### src/sv/pcd_pkg.sv
package pcd_pkg;

  // Fixed sizes of the block.
  localparam int MAX_CHANNELS = 16;
  localparam int CH_W         = $clog2(MAX_CHANNELS + 1);
  localparam int COUNT_W      = 19;
  localparam int DIV_W        = 5;
  localparam int OFS_W        = 4;
  localparam int REM_W        = 4;
  localparam int CFG_IDX_W    = 3;
  localparam int CFG_DATA_W   = 5;
  localparam int STEP_W       = $clog2(COUNT_W);

  localparam logic [COUNT_W-1:0] WRAP_LIMIT = COUNT_W'(360360);

  // Stream payload widths, padded to whole bytes.
  localparam int IN_DATA_W  = 24;
  localparam int OUT_DATA_W = 72;

  // Configuration register indexes.
  localparam logic [CFG_IDX_W-1:0] REG_DIVIDER_A    = 3'd0;
  localparam logic [CFG_IDX_W-1:0] REG_DIVIDER_B    = 3'd1;
  localparam logic [CFG_IDX_W-1:0] REG_DIVIDER_C    = 3'd2;
  localparam logic [CFG_IDX_W-1:0] REG_OFFSET_A     = 3'd3;
  localparam logic [CFG_IDX_W-1:0] REG_OFFSET_B     = 3'd4;
  localparam logic [CFG_IDX_W-1:0] REG_OFFSET_C     = 3'd5;
  localparam logic [CFG_IDX_W-1:0] REG_CHANNELS_USED = 3'd6;

  // Which of the three gates the shared remainder unit is working on.
  localparam logic [1:0] SEL_A = 2'd0;
  localparam logic [1:0] SEL_B = 2'd1;
  localparam logic [1:0] SEL_C = 2'd2;

  typedef enum logic [1:0] {
    ST_IDLE,
    ST_START,
    ST_WAIT,
    ST_OUT
  } pcd_state_t;

  // A divider of zero acts as one; anything above sixteen saturates.
  function automatic logic [DIV_W-1:0] clamp_div(input logic [DIV_W-1:0] d);
    logic [DIV_W-1:0] r;
    r = d;
    if (d == '0) r = DIV_W'(1);
    else if (d > DIV_W'(16)) r = DIV_W'(16);
    return r;
  endfunction

  // Active channel count limited to 1..MAX_CHANNELS.
  function automatic logic [CH_W-1:0] clamp_ch(input logic [CFG_DATA_W-1:0] n);
    logic [CH_W-1:0] r;
    r = CH_W'(n);
    if (n == '0) r = CH_W'(1);
    else if (n > CFG_DATA_W'(MAX_CHANNELS)) r = CH_W'(MAX_CHANNELS);
    return r;
  endfunction

endpackage

### src/sv/pcd_rem_unit.sv
module pcd_rem_unit
  import pcd_pkg::*;
(
  input  logic               clk,
  input  logic               rst,
  input  logic               start,
  input  logic [COUNT_W-1:0] dividend,
  input  logic [DIV_W-1:0]   divisor,
  output logic               done,
  output logic [REM_W-1:0]   remainder
);

  logic               busy;
  logic [STEP_W-1:0]  step;
  logic [COUNT_W-1:0] shift;
  logic [REM_W-1:0]   rem;
  logic [DIV_W-1:0]   div;
  logic [DIV_W-1:0]   trial;
  logic [DIV_W-1:0]   trial_sub;

  // One restoring step: bring down the next dividend bit and subtract if it fits.
  always_comb begin
    trial     = {rem, shift[COUNT_W-1]};
    trial_sub = trial - div;
  end

  // Control of the bit-serial remainder loop.
  always_ff @(posedge clk) begin
    if (rst) begin
      busy <= 1'b0;
      done <= 1'b0;
      step <= '0;
    end else begin
      done <= busy && (step == '0);
      if (start) begin
        busy <= 1'b1;
        step <= STEP_W'(COUNT_W - 1);
      end else if (busy) begin
        if (step == '0) busy <= 1'b0;
        else step <= step - STEP_W'(1);
      end
    end
  end

  // Datapath registers of the remainder loop.
  always_ff @(posedge clk) begin
    if (start) begin
      shift <= dividend;
      rem   <= '0;
      div   <= divisor;
    end else if (busy) begin
      shift <= {shift[COUNT_W-2:0], 1'b0};
      if (trial >= div) rem <= trial_sub[REM_W-1:0];
      else rem <= trial[REM_W-1:0];
    end
  end

  assign remainder = rem;

endmodule

### src/sv/phased_clock_divider_poly_chain.sv
// Phased clock divider with a chain of delayed channels.
// Input stream: one item per sample tick; s_tdata holds reset_level in bit 0
// and the sixteen channel clock levels above it. Each accepted item gives
// exactly one result on the output stream: three gate masks, their XOR,
// downbeat and offbeat flags.
// Configuration: cfg_valid/cfg_ready with cfg_index and cfg_data write the
// dividers, offsets and active channel count; cfg_ready is always high.
// Each accepted item's beat count is reduced by each of the three dividers
// in turn on one shared restoring remainder unit, one dividend bit per cycle,
// so the three 19-bit reductions make up most of the work for an item.
// s_tready is high only while the sequencer is idle, so a new item is not
// accepted until the previous one has been written to the output register.
// The result sits in an output register; a stalled receiver holds it there
// while the next item is already accepted and worked on, and that item then
// waits for the register to free before it is written.
// Reset clears the beat count, the downbeat mask, all stored channel gates
// and prior clock levels, and restores dividers to 1, offsets to 0 and the
// channel count to 1.
module phased_clock_divider_poly_chain
  import pcd_pkg::*;
(
  input  logic                   clk,
  input  logic                   rst,
  input  logic                   s_tvalid,
  output logic                   s_tready,
  // Fields from bit 0: reset_level[0], clock_levels[16:1], zero pad.
  input  logic [IN_DATA_W-1:0]   s_tdata,
  output logic                   m_tvalid,
  input  logic                   m_tready,
  // Fields from bit 0: gates_a[15:0], gates_b[31:16], gates_c[47:32],
  // parity_gates[63:48], downbeat[64], offbeats[65], zero pad.
  output logic [OUT_DATA_W-1:0]  m_tdata,
  input  logic                   cfg_valid,
  output logic                   cfg_ready,
  input  logic [CFG_IDX_W-1:0]   cfg_index,
  input  logic [CFG_DATA_W-1:0]  cfg_data
);

  // Configuration registers.
  logic [DIV_W-1:0]      divider_a, divider_b, divider_c;
  logic [OFS_W-1:0]      offset_a, offset_b, offset_c;
  logic [CFG_DATA_W-1:0] channels_used;

  // Block state.
  logic [COUNT_W-1:0]      beat_count;
  logic                    downbeat_mask;
  logic [MAX_CHANNELS-1:0] prior_clock_levels;
  logic [2:0]              channel_gates [MAX_CHANNELS];

  // Sequencer.
  pcd_state_t state, state_next;
  logic [1:0] sel;
  logic [2:0] hits;
  logic       lvl0;

  // Item fields and derived values.
  logic                    in_reset_level;
  logic [MAX_CHANNELS-1:0] in_clock_levels;
  logic [CH_W-1:0]         n_active;
  logic                    in_accept;
  logic                    rise0;
  logic [COUNT_W:0]        count_inc;
  logic [COUNT_W-1:0]      count_next;

  // Shared remainder unit.
  logic               rem_start;
  logic               rem_done;
  logic [REM_W-1:0]   rem_value;
  logic [DIV_W-1:0]   cur_divider;
  logic [OFS_W-1:0]   cur_offset;

  // Result assembly.
  logic [2:0]              gate0;
  logic [MAX_CHANNELS-1:0] ga, gb, gc, gx;
  logic                    out_load;

  assign in_reset_level  = s_tdata[0];
  assign in_clock_levels = s_tdata[MAX_CHANNELS:1];
  assign n_active        = clamp_ch(channels_used);
  assign s_tready        = (state == ST_IDLE);
  assign in_accept       = s_tvalid && s_tready;
  assign cfg_ready       = 1'b1;

  // Master count: advance on a channel 0 rising edge and wrap past the limit.
  always_comb begin
    rise0      = in_clock_levels[0] && !prior_clock_levels[0];
    count_inc  = {1'b0, beat_count} + (COUNT_W+1)'(1);
    count_next = count_inc[COUNT_W-1:0];
    if (count_next > WRAP_LIMIT) count_next = '0;
  end

  // Configuration writes; indexes past the list are dropped.
  always_ff @(posedge clk) begin
    if (rst) begin
      divider_a     <= DIV_W'(1);
      divider_b     <= DIV_W'(1);
      divider_c     <= DIV_W'(1);
      offset_a      <= '0;
      offset_b      <= '0;
      offset_c      <= '0;
      channels_used <= CFG_DATA_W'(1);
    end else if (cfg_valid && cfg_ready) begin
      unique case (cfg_index)
        REG_DIVIDER_A:     divider_a     <= cfg_data;
        REG_DIVIDER_B:     divider_b     <= cfg_data;
        REG_DIVIDER_C:     divider_c     <= cfg_data;
        REG_OFFSET_A:      offset_a      <= cfg_data[OFS_W-1:0];
        REG_OFFSET_B:      offset_b      <= cfg_data[OFS_W-1:0];
        REG_OFFSET_C:      offset_c      <= cfg_data[OFS_W-1:0];
        REG_CHANNELS_USED: channels_used <= cfg_data;
        default: ;
      endcase
    end
  end

  // Select the divider and offset for the gate now being reduced.
  always_comb begin
    case (sel)
      SEL_A: begin
        cur_divider = clamp_div(divider_a);
        cur_offset  = offset_a;
      end
      SEL_B: begin
        cur_divider = clamp_div(divider_b);
        cur_offset  = offset_b;
      end
      default: begin
        cur_divider = clamp_div(divider_c);
        cur_offset  = offset_c;
      end
    endcase
  end

  pcd_rem_unit u_rem (
    .clk       (clk),
    .rst       (rst),
    .start     (rem_start),
    .dividend  (beat_count),
    .divisor   (cur_divider),
    .done      (rem_done),
    .remainder (rem_value)
  );

  // Sequencer state register.
  always_ff @(posedge clk) begin
    if (rst) state <= ST_IDLE;
    else state <= state_next;
  end

  // Next state and strobes.
  always_comb begin
    state_next = state;
    rem_start  = 1'b0;
    out_load   = 1'b0;
    unique case (state)
      ST_IDLE: begin
        if (in_accept) state_next = ST_START;
      end
      ST_START: begin
        rem_start  = 1'b1;
        state_next = ST_WAIT;
      end
      ST_WAIT: begin
        if (rem_done) state_next = (sel == SEL_C) ? ST_OUT : ST_START;
      end
      ST_OUT: begin
        if (!m_tvalid || m_tready) begin
          out_load   = 1'b1;
          state_next = ST_IDLE;
        end
      end
      default: state_next = ST_IDLE;
    endcase
  end

  // Gate selector and remainder comparisons.
  always_ff @(posedge clk) begin
    if (rst) begin
      sel  <= SEL_A;
      hits <= '0;
    end else if (in_accept) begin
      sel  <= SEL_A;
      hits <= '0;
    end else if (state == ST_WAIT && rem_done) begin
      hits[sel] <= ({1'b0, rem_value} == {1'b0, cur_offset});
      if (sel != SEL_C) sel <= sel + 2'd1;
    end
  end

  // On acceptance: chain copy, edge tracking, count and mask update; channel 0 gates are stored on output load.
  always_ff @(posedge clk) begin
    if (rst) begin
      beat_count         <= '0;
      downbeat_mask      <= 1'b0;
      prior_clock_levels <= '0;
      lvl0               <= 1'b0;
      for (int p = 0; p < MAX_CHANNELS; p++) channel_gates[p] <= '0;
    end else begin
      if (in_accept) begin
        lvl0                  <= in_clock_levels[0];
        prior_clock_levels[0] <= in_clock_levels[0];
        for (int p = 1; p < MAX_CHANNELS; p++) begin
          if (CH_W'(p) < n_active) begin
            prior_clock_levels[p] <= in_clock_levels[p];
            if (in_clock_levels[p] && !prior_clock_levels[p])
              channel_gates[p] <= channel_gates[p-1];
          end
        end
        if (in_reset_level) begin
          beat_count    <= '0;
          downbeat_mask <= 1'b1;
        end else if (rise0) begin
          beat_count    <= count_next;
          downbeat_mask <= 1'b0;
        end
      end
      if (out_load) channel_gates[0] <= gate0;
    end
  end

  // Channel 0 gates and the masked per-channel outputs.
  always_comb begin
    gate0 = hits & {3{lvl0}};
    for (int p = 0; p < MAX_CHANNELS; p++) begin
      logic [2:0] g;
      g = (p == 0) ? gate0 : channel_gates[p];
      if (CH_W'(p) >= n_active) g = '0;
      ga[p] = g[0];
      gb[p] = g[1];
      gc[p] = g[2];
      gx[p] = g[0] ^ g[1] ^ g[2];
    end
  end

  // Output register.
  always_ff @(posedge clk) begin
    if (rst) m_tvalid <= 1'b0;
    else if (out_load) m_tvalid <= 1'b1;
    else if (m_tready) m_tvalid <= 1'b0;
  end

  always_ff @(posedge clk) begin
    if (out_load) begin
      m_tdata <= {6'b0, lvl0 && !downbeat_mask, lvl0 && downbeat_mask, gx, gc, gb, ga};
    end
  end

endmodule
### config.mk
export PLATFORM = sky130hd
export DESIGN_NAME = phased_clock_divider_poly_chain
export DESIGN_NICKNAME = d
export VERILOG_FILES = /design/src/sv/pcd_pkg.sv /design/src/sv/pcd_rem_unit.sv /design/src/sv/phased_clock_divider_poly_chain.sv
export SDC_FILE = /design/constraint.sdc
export NUM_CORES = 1
export LEC_CHECK = 0
export ABC_AREA = 0
export BUFFER_PORTS_ARGS = -buffer_cell sky130_fd_sc_hd__buf_2
export CAP_MARGIN = 10
export CORE_UTILIZATION = 30
export CTS_CLUSTER_SIZE = 16
export DETAILED_ROUTE_END_ITERATION = 8
export HOLD_SLACK_MARGIN = 0.06
export PLACE_DENSITY_LB_ADDON = 0.12
export SYNTH_ARGS = -nofsm -noshare
export SYNTH_HDL_FRONTEND = slang
export SYNTH_SLANG_ARGS = --single-unit
### constraint.sdc
create_clock -name clk -period 6.3 [get_ports clk]
set_clock_uncertainty 0.05 [all_clocks]
set_input_delay 0.945 -clock clk [delete_from_list [all_inputs] [get_ports clk]]
set_output_delay 0.945 -clock clk [all_outputs]
set_load 0.1 [all_outputs]
=== Word-level counts from Yosys, hierarchy flattened ===
Memory sizes are Yosys's and may differ from the RTL's.
Cells that the tools add are included.
Widths: inputs -> output; s select.

* Register bits after elaboration: 177
* Bits in writable memories: 48
* Input port bits: 37
* Output and inout bits: 75
* Memories kept: 1

{| class="wikitable"
|+ Memory list
! memory !! depth !! width !! read ports !! clocked after Yosys merged registers in !! wr ports !! RTL line !! text
|-
| channel_gates || 16 || 3 || 16 || 0 || 16 || phased_clock_divider_poly_chain.sv:48 || <nowiki>logic [2:0] channel_gates [MAX_CHANNELS];</nowiki>
|}

* $add $sub $neg: 4
* Order comparisons: 39
* Eq/ne operators: 17
* Multiplexer cells: 149
* Bitwise operators: 50
* Reduce and logical (&&, ||, !) cells: 81

{| class="wikitable"
|+ Operators by type and width
! cell !! number
|-
| $mux 3 || 32
|-
| $mux 19 || 5
|-
| $mux 1 || 91
|-
| $mux 5 || 11
|-
| $reduce_and 2->1 || 26
|-
| $ge 4x5->1 const A || 8
|-
| $lt 4x5->1 const A || 8
|-
| $xor 1x1->1 || 32
|-
| $logic_not 5->1 || 5
|-
| $logic_and 1x1->1 || 22
|-
| $ge 3x5->1 const A || 4
|-
| $gt 5x5->1 const B || 4
|-
| $lt 3x5->1 const A || 4
|-
| $add 19x1->19 const B || 1
|-
| $gt 19x19->1 const B || 1
|-
| $logic_not 1->1 || 18
|-
| $or 1x1->1 || 16
|-
| $ge 1x5->1 const A || 2
|-
| $ge 2x5->1 const A || 2
|-
| $lt 2x5->1 const A || 2
|-
| $pmux 5 s2 || 1
|-
| $eq 3x3->1 const B || 3
|-
| $mux 2 || 4
|-
| $pmux 2 s4 || 1
|-
| other kinds (26) || 37
|}

=== Logic depth before layout (Yosys ltp) ===
Gate-level depths: netlist of the first run.

* Word-level depth: 9
* Mapped depth: 11
* Mapped depth without buffers: 9

=== By module ===
From an unflattened synthesis of the first run, not the netlist that was laid out.

* Cells, all modules: 972
* Area total of the unflattened synthesis: 10440.0 um^2

{| class="wikitable"
|+ Modules (own cells, without submodules)
! module !! times used !! cells each !! area each (um^2) !! sequential area each (um^2)
|-
| phased_clock_divider_poly_chain || 1 || 847 || 8821.0 || 4764.6
|-
| pcd_rem_unit || 1 || 125 || 1619.1 || 940.9
|}

=== Worst setup path before layout of the first run ===
OpenSTA, ideal clock, no wires.

* Path kind: input to register
* Start: input m_tready
* End: memory channel_gates[0][0], data pin
* Library setup time: 131 ps
* Arrival time: 4358 ps
* Slack: 1761 ps
* Cell stages on the path: 4
* Buffers on the path: 0
* Cells stage by stage: nor2b_1 -> nor2_1 -> and3_1 -> and2_1

{| class="wikitable"
|+ RTL lines
! element !! RTL line !! text
|-
| start, declared || phased_clock_divider_poly_chain.sv:29 || <nowiki>input logic m_tready,</nowiki>
|-
| end, declared || phased_clock_divider_poly_chain.sv:48 ||
|}

=== Worst setup path in the final report of the first run ===
* Start: register beat_count[2]
* End: register beat_count[1]

* Word-level cells in the longest chain between the ends: 5

{| class="wikitable"
|+ RTL lines
! element !! RTL line !! text
|-
| start, declared || phased_clock_divider_poly_chain.sv:45 || <nowiki>logic [COUNT_W-1:0] beat_count;</nowiki>
|-
| start signal, assigned || phased_clock_divider_poly_chain.sv:213 || <nowiki>beat_count <= count_next;</nowiki>
|-
| $add 19x1->19 || phased_clock_divider_poly_chain.sv:87 || <nowiki>count_inc = {1'b0, beat_count} + (COUNT_W+1)'(1);</nowiki>
|-
| $gt 19x19->1 || phased_clock_divider_poly_chain.sv:89 || <nowiki>if (count_next > WRAP_LIMIT) count_next = '0;</nowiki>
|-
| $mux 19 || phased_clock_divider_poly_chain.sv:89 ||
|-
| $mux 19 || phased_clock_divider_poly_chain.sv:212 || <nowiki>end else if (rise0) begin</nowiki>
|-
| $mux 19 || phased_clock_divider_poly_chain.sv:209 || <nowiki>if (in_reset_level) begin</nowiki>
|}

No other way between the ends. The select of a mux whose other input is x is not followed.
A chain may end at the register's enable or synchronous reset.

==> flow_summary.json, run 1 <==
{
  "outcome": "finished clean",
  "seqPwrFrac": 0.464,
  "first_pass_iters": 6,
  "synth-edff-count": 120,
  "track_usage": 0.1369,
  "coreArea_um2": 33870,
  "fillers": 3497,
  "synth_top_area_frac": 0.3451,
  "cts.sinks": 225,
  "switching_power_uw": 844.9,
  "dp.cells": 1515,
  "yosys_warnings": 0,
  "synthTopCellsByCount": "edfxtp_1 (120), nand2_1 (117), dfxtp_1 (105)",
  "sw_frac_of_total": 0.2418,
  "required_ns": 6.65,
  "syn2layout_area_growth_pct": 16.15,
  "hold_viol": 0,
  "wl_per_cell_um": 15.64,
  "cp-endpoint": "beat_count[1]$_SDFFE_PP0P_",
  "final_nets": 1145,
  "drv_slew": 0,
  "fmax_ghz": 0.2849,
  "postCtsSetupBuffers": 0,
  "cp.arrival_ns": 3.86,
  "place.gp.congestion": 0.7832,
  "insertion_delay_ns": 0.53,
  "initial_core_util": 0.3083,
  "clockBufferDepth": 3,
  "synth_async_sr_flop_share": 0,
  "pwr_density_cell_nw_per_um2": 288.2,
  "setup_viol": 0,
  "ir_drop_uv": 188.3,
  "postCtsResizedCells": 0,
  "end_kind": "flop",
  "gr-total-overflow": 0,
  "layout.cells.non_filler": 1565,
  "cts_buffers": 27,
  "tightest_slew_ns": 1.079,
  "htree_levels": 1,
  "power_uw": 3495,
  "wirelength_um": 24480,
  "synth.distinct_cells": 73,
  "p_int_uw": 2650,
  "grt_max_degree": 69,
  "reg2reg_to": "beat_count[1]$_SDFFE_PP0P_",
  "critPathTopFamily": "simple AND/OR/NAND/NOR gates",
  "cp-start-kind": "flop",
  "synthCells": 1027,
  "synth_top_cell_by_area": "edfxtp_1",
  "synth_most_common_cell": "edfxtp_1",
  "period_share": 0.5571,
  "grt_pass1_vias": 7259,
  "combPwrFrac": 0.082,
  "cts-root-buf": "clkbuf_16",
  "avgSynthCellArea_um2": 10.17,
  "rsz0062_at_grt": "false",
  "yosys-top-cells-area": "edfxtp_1 (35%), dfxtp_1 (20%), nand2_1 (4.2%)",
  "die_x_um": 188.6,
  "path_clk_slew_ns": 0.06,
  "ys_seq_area_frac": 0.5464,
  "remaining_drc_errors": 0,
  "initialDrtViolationCount": 339,
  "clock_power_share": 0.454,
  "rr_startpoint": "beat_count[2]$_SDFFE_PP0P_",
  "fin_crit_ns": 3.510,
  "slew-limit-headroom": 0.2806,
  "p_leak_uw": 0.004462,
  "critPathLaunch": "beat_count[2]$_SDFFE_PP0P_",
  "holdBufCountCts": 0,
  "io_pins": 112,
  "critPathMaxStageDelay_ns": 0.65,
  "die_h_um": 188.6,
  "crit_type": "flop to flop",
  "critPathSlowestCell": "nor3_1",
  "path_buf_inv": 0,
  "vias": 7475,
  "fin_setup_tns_ns": 0,
  "diodes": 0,
  "final_antenna_net_count": 0,
  "grt_antenna_before_repair": 0,
  "hp-class": "flop to flop",
  "ys_ff_latch": 225,
  "vias_per_cell": 4.776,
  "reg2reg_slack_ns": 2.79,
  "rows": 67,
  "drive_above_1_share": 0.1450,
  "hpwl_um": 16610,
  "ys.flop_type": "edfxtp_1",
  "dieArea_um2": 35560,
  "drv_cap": 0,
  "path_depth": 7,
  "r2r_cells": 7,
  "synth_area_um2": 10440,
  "grt_pass1_wl_um": 39300,
  "io_buffers": 97,
  "critical_path.cell_chain": "nand4_1 -> nor3_1 -> a21oi_1 -> o22ai_1 -> nand2_1 -> a21oi_4 -> o21ai_0",
  "crit_fanout": 24,
  "cts_tree": "yes"
}
==> routing by layer <==
metal / vias to the layer above / GRT usage / part of all wire
met4: 0 / 0.03412 / 0.017
met3: 29 / 0.02067 / 0.035
met1: 3557 / 0.1972 / 0.50
li1: 3771 / - / -
met5: - / 0 / 0
met2: 118 / 0.2138 / 0.45
==> cell usage in the layout, fill, tap and decap left out, drive strengths merged, types with 9 or more instances in the layout <==
| cell type | n |
|---|---|
| nor4 | 10 |
| inv | 32 |
| and3 | 10 |
| ha | 11 |
| mux2i | 34 |
| buf | 101 |
| nand4 | 12 |
| a32oi | 9 |
| edfxtp | 120 |
| nand3 | 25 |
| a21oi | 53 |
| nor2 | 99 |
| xnor2 | 30 |
| a21o | 9 |
| xor2 | 16 |
| nor3 | 24 |
| and2 | 52 |
| nand2 | 117 |
| dfxtp | 105 |
| clkbuf | 37 |
| o21ai | 46 |
| nor2b | 37 |
| nand2b | 13 |
==> sequential cells by signal, indices dropped and copies added (netlist names), 15 cells and up <==
signal              cells
m_tdata                66
u_rem.shift            19
prior_clock_levels     15
channel_gates          48
beat_count             19
==> how the worst min path moves through the flow <==
stage / start / endpoint / slack, ns / depth (start not counted)
after floorplan: u_rem.step[4]$_SDFFE_PP0P_ / u_rem.done$_SDFF_PP0_ / 0.37 / 1
after global placement: prior_clock_levels[4]$_SDFFE_PP0P_ / prior_clock_levels[4]$_SDFFE_PP0P_ / 0.39 / 2
after detailed placement: u_rem.step[4]$_SDFFE_PP0P_ / u_rem.done$_SDFF_PP0_ / 0.40 / 1
after CTS: prior_clock_levels[4]$_SDFFE_PP0P_ / prior_clock_levels[4]$_SDFFE_PP0P_ / 0.41 / 2
after global routing: u_rem.step[4]$_SDFFE_PP0P_ / u_rem.done$_SDFF_PP0_ / 0.43 / 1
final: prior_clock_levels[4]$_SDFFE_PP0P_ / prior_clock_levels[4]$_SDFFE_PP0P_ / 0.40 / 2
==> metrics by stage <==
step / util / cell area, um^2 / hold slack [ns] / worst slack, ns
after CTS: 0.3581 / 12130 / 0.4070 / 2.805
after global routing: 0.3581 / 12130 / 0.4287 / 2.380
after global placement: 0.3314 / 11220 / 0.3875 / 2.661
after detailed placement: 0.3314 / 11220 / 0.3986 / 2.667
final: 0.3581 / 12130 / 0.4033 / 2.790
after floorplan: - / 10460 / 0.3729 / 1.761
==> layout make-up <==
type | count | area, um^2 | share of cell area
clock inverters | 13 | 171.4 | 0.01413
inverters | 32 | 120.1 | 0.009903
repair buffers | 101 | 515.5 | 0.04250
multi-input cells | 709 | 4323 | 0.3564
flip-flops and latches | 225 | 5705 | 0.4704
well taps | 448 | 560.5 | 0.04621
clock buffers | 37 | 733.2 | 0.06045
==> power by group through the flow <==
stage | sequential [uW] | combinational, uW | clock, uW
2_1_floorplan | 1670 | 201 | 0
3_3_place_gp | 1650 | 290 | 0
3_5_place_dp | 1650 | 291 | 0
4_1_cts | 1620 | 292 | 1640
5_1_grt | 1630 | 321 | 1700
6_report | 1620 | 288 | 1590
==> cells by family after synthesis <==
family,after synthesis,synth area share
and+or+nand+nor,429,0.2084
DFF,225,0.5464
AOI/OAI and AO/OA,180,0.1142
buffers and inverters,98,0.04301
xor gates and xnor gates,46,0.03858
muxes,35,0.03367
adders and majority gates,12,0.01510
other,2,0.0007192
==> worst reg2reg max path, stage by stage, from the launching register on <==
cell and delay (ns):
dfxtp_1 0.63, nand4_1 0.39, nor3_1 0.65, a21oi_1 0.20, o22ai_1 0.25, nand2_1 0.59, a21oi_4 0.48, o21ai_0 0.14
Note: power is estimated with default switching activity, not from simulation.
==> run 2: changes to the inputs <==
- ABC_AREA: 0 -> 1
- clock period: 6.3 -> 3.4 ns (I/O delays scaled with it)
==> run 2 against run 1 <==
Hold slack got worse by 0.19 ns. Critical endpoint is now beat_count[4]$_SDFFE_PP0P_. Via count increased by 2.8%. Clock-buffer cell count unchanged. Utilization is 0.26 points higher. Sequential power is 96% higher.
==> flow_summary.json, run 2 <==
{
  "outcome": "finished clean",
  "coreArea_um2": 33450,
  "ys_ff_latch": 225,
  "fin_crit_ns": 2.495,
  "drive_above_1_share": 0.1525,
  "hp-class": "input port to flop",
  "ir_drop_uv": 382.4,
  "avgSynthCellArea_um2": 8.734,
  "synthCells": 1163,
  "p_int_uw": 5165,
  "cp-start-kind": "flop",
  "insertion_delay_ns": 0.54,
  "ys.flop_type": "edfxtp_1",
  "wirelength_um": 23110,
  "grt_antenna_before_repair": 1,
  "reg.largest.list": "m_tdata x66, channel_gates x48",
  "combPwrFrac": 0.151,
  "place.gp.congestion": 0.7799,
  "power_uw": 7244,
  "period_share": 0.7339,
  "final_antenna_net_count": 0,
  "slew-limit-headroom": 0.4959,
  "cts_tree": "yes",
  "synth_most_common_cell": "nor2_1",
  "p_leak_uw": 0.004737,
  "vias": 7681,
  "grt_max_degree": 69,
  "pwr_density_cell_nw_per_um2": 600.3,
  "required_ns": 3.82,
  "rsz0062_at_grt": "false",
  "first_pass_iters": 5,
  "hold_viol": 0,
  "crit_fanout": 19,
  "remaining_drc_errors": 0,
  "synth-edff-count": 120,
  "fillers": 3486,
  "track_usage": 0.1351,
  "cts.sinks": 225,
  "wl_per_cell_um": 13.28,
  "seqPwrFrac": 0.440,
  "synth_async_sr_flop_share": 0,
  "tightest_slew_ns": 0.7503,
  "switching_power_uw": 2079,
  "path_clk_slew_ns": 0.06,
  "vias_per_cell": 4.414,
  "end_kind": "flop",
  "die_x_um": 186.0,
  "holdBufCountCts": 0,
  "cts_buffers": 27,
  "clock_power_share": 0.409,
  "synth_top_cell_by_area": "edfxtp_1",
  "grt_pass1_vias": 7250,
  "initial_core_util": 0.3037,
  "io_buffers": 97,
  "dieArea_um2": 34600,
  "yosys-top-cells-area": "edfxtp_1 (35%), dfxtp_1 (21%), nor2_1 (7.5%)",
  "rows": 67,
  "fin_setup_tns_ns": 0,
  "yosys_warnings": 0,
  "hpwl_um": 16630,
  "htree_levels": 1,
  "diodes": 0,
  "die_h_um": 186.0,
  "postCtsResizedCells": 0,
  "holdWs_ns": 0.2101,
  "clockBufferDepth": 3,
  "drv_slew": 0,
  "final_cell_mix": "nand2_1 (202), nor2_1 (202), inv_1 (151), edfxtp_1 (120), dfxtp_1 (105)",
  "fmax_ghz": 0.4008,
  "postCtsSetupBuffers": 0,
  "gr-total-overflow": 0,
  "final_nets": 1320,
  "cp.arrival_ns": 2.91,
  "drv_cap": 0,
  "synth.distinct_cells": 42,
  "sw_frac_of_total": 0.2870,
  "setup_viol": 0,
  "synth_area_um2": 10160,
  "io_pins": 112,
  "initialDrtViolationCount": 381,
  "largest_register_ffs": 66,
  "crit_type": "flop to flop",
  "syn2layout_area_growth_pct": 18.80,
  "synthTopCellsByCount": "nor2_1 (203), nand2_1 (202), inv_1 (151)",
  "ys_seq_area_frac": 0.5617,
  "synth_top_area_frac": 0.3548,
  "cts-root-buf": "clkbuf_16",
  "grt_pass1_wl_um": 37400,
  "top_register": "m_tdata"
}
run 2: cell count changes after synthesis, sizes merged, moves of 19 or more:
cell / previous run / this run
nor2: 99 / 213
inv: 31 / 155
nand2: 117 / 223
mux2i: 34 / 0
o21ai: 46 / 94
xnor2: 30 / 2
and2: 52 / 1
nor2b: 37 / 0
clkbuf: 36 / 17
run 2: cell type report:
type                       instances  area (um^2)  share of cell area
tap                              448        560.5             0.04645
clock buffer                      37        774.5             0.06418
sequential                       225         5705              0.4728
multi-input combinational        756         3727              0.3089
inverter                         155        581.8             0.04822
timing repair buffer             106        565.5             0.04687
clock inverter                    13        151.4             0.01255
run 2: worst paths after layout:
check                                                start                    endpoint  slack, ns  cells past startpoint
worst max-delay path            beat_count[0]$_SDFFE_PP0P_  beat_count[4]$_SDFFE_PP0P_       0.90                     13
worst min-delay path                            s_tdata[0]  downbeat_mask$_SDFFE_PP0P_       0.21                      3
worst max register to register  beat_count[0]$_SDFFE_PP0P_  beat_count[4]$_SDFFE_PP0P_       0.90                     13
worst min register to register   divider_a[0]$_SDFFE_PP1P_   divider_a[0]$_SDFFE_PP1P_       0.40                      2
run 2: power groups by stage:
stage | Sequential [uW] | Clock [uW] | Combinational [uW]
finish | 3180 | 2960 | 1100
CTS | 3190 | 3050 | 1110
global route | 3210 | 3170 | 1220
floorplan | 3500 | 0 | 586
global placement | 3240 | 0 | 1110
detailed placement | 3240 | 0 | 1110
run 2: critical path, cell delays in order (launching register included):
cell and delay (ns):
dfxtp_1 0.44, ha_1 0.27, nand3_1 0.13, nor2_1 0.27, nand2_1 0.09, nand2_1 0.12, nand3_1 0.08, nor2_1 0.23
nand3_2 0.10, nor2_2 0.10, nand2_2 0.06, nand2_4 0.24, nand2_1 0.10, a21oi_1 0.13
run 2: routing by layer:
metal / vias to the layer above / GRT usage / routed length [um]
met1: 3522 / 0.1789 / 11020
li1: 4013 / - / -
met4: 2 / 0.03377 / 427
met5: - / 0 / 13
met2: 111 / 0.2257 / 10630
met3: 33 / 0.02485 / 1026
run 2: cell families (layout without fill, tap and decap cells):
| kind of cell | after synthesis | after routing | synth area share |
|---|---|---|---|
| AOI/OAI and AO/OA | 196 | 196 | 0.1093 |
| xor gates and xnor gates | 31 | 31 | 0.02673 |
| adders and majority gates | 12 | 12 | 0.01552 |
| buffers and inverters | 187 | 311 | 0.07391 |
| DFF | 225 | 225 | 0.5617 |
| other | 2 | 7 | 0.0007394 |
| and+or+nand+nor | 510 | 510 | 0.2121 |
run 2: stage by stage:
step | instance area [um^2] | setup WS (ns) | utilization | instances
final | 12070 | 0.9048 | 0.3608 | 1740
after global routing | 12070 | 0.6313 | 0.3608 | 1740
after CTS | 12070 | 0.9288 | 0.3608 | 1740
after detailed placement | 11140 | 0.9545 | 0.3331 | 1690
after global placement | 11140 | 0.9734 | 0.3331 | 1690
after floorplan | 10180 | 0.2188 | - | 1168
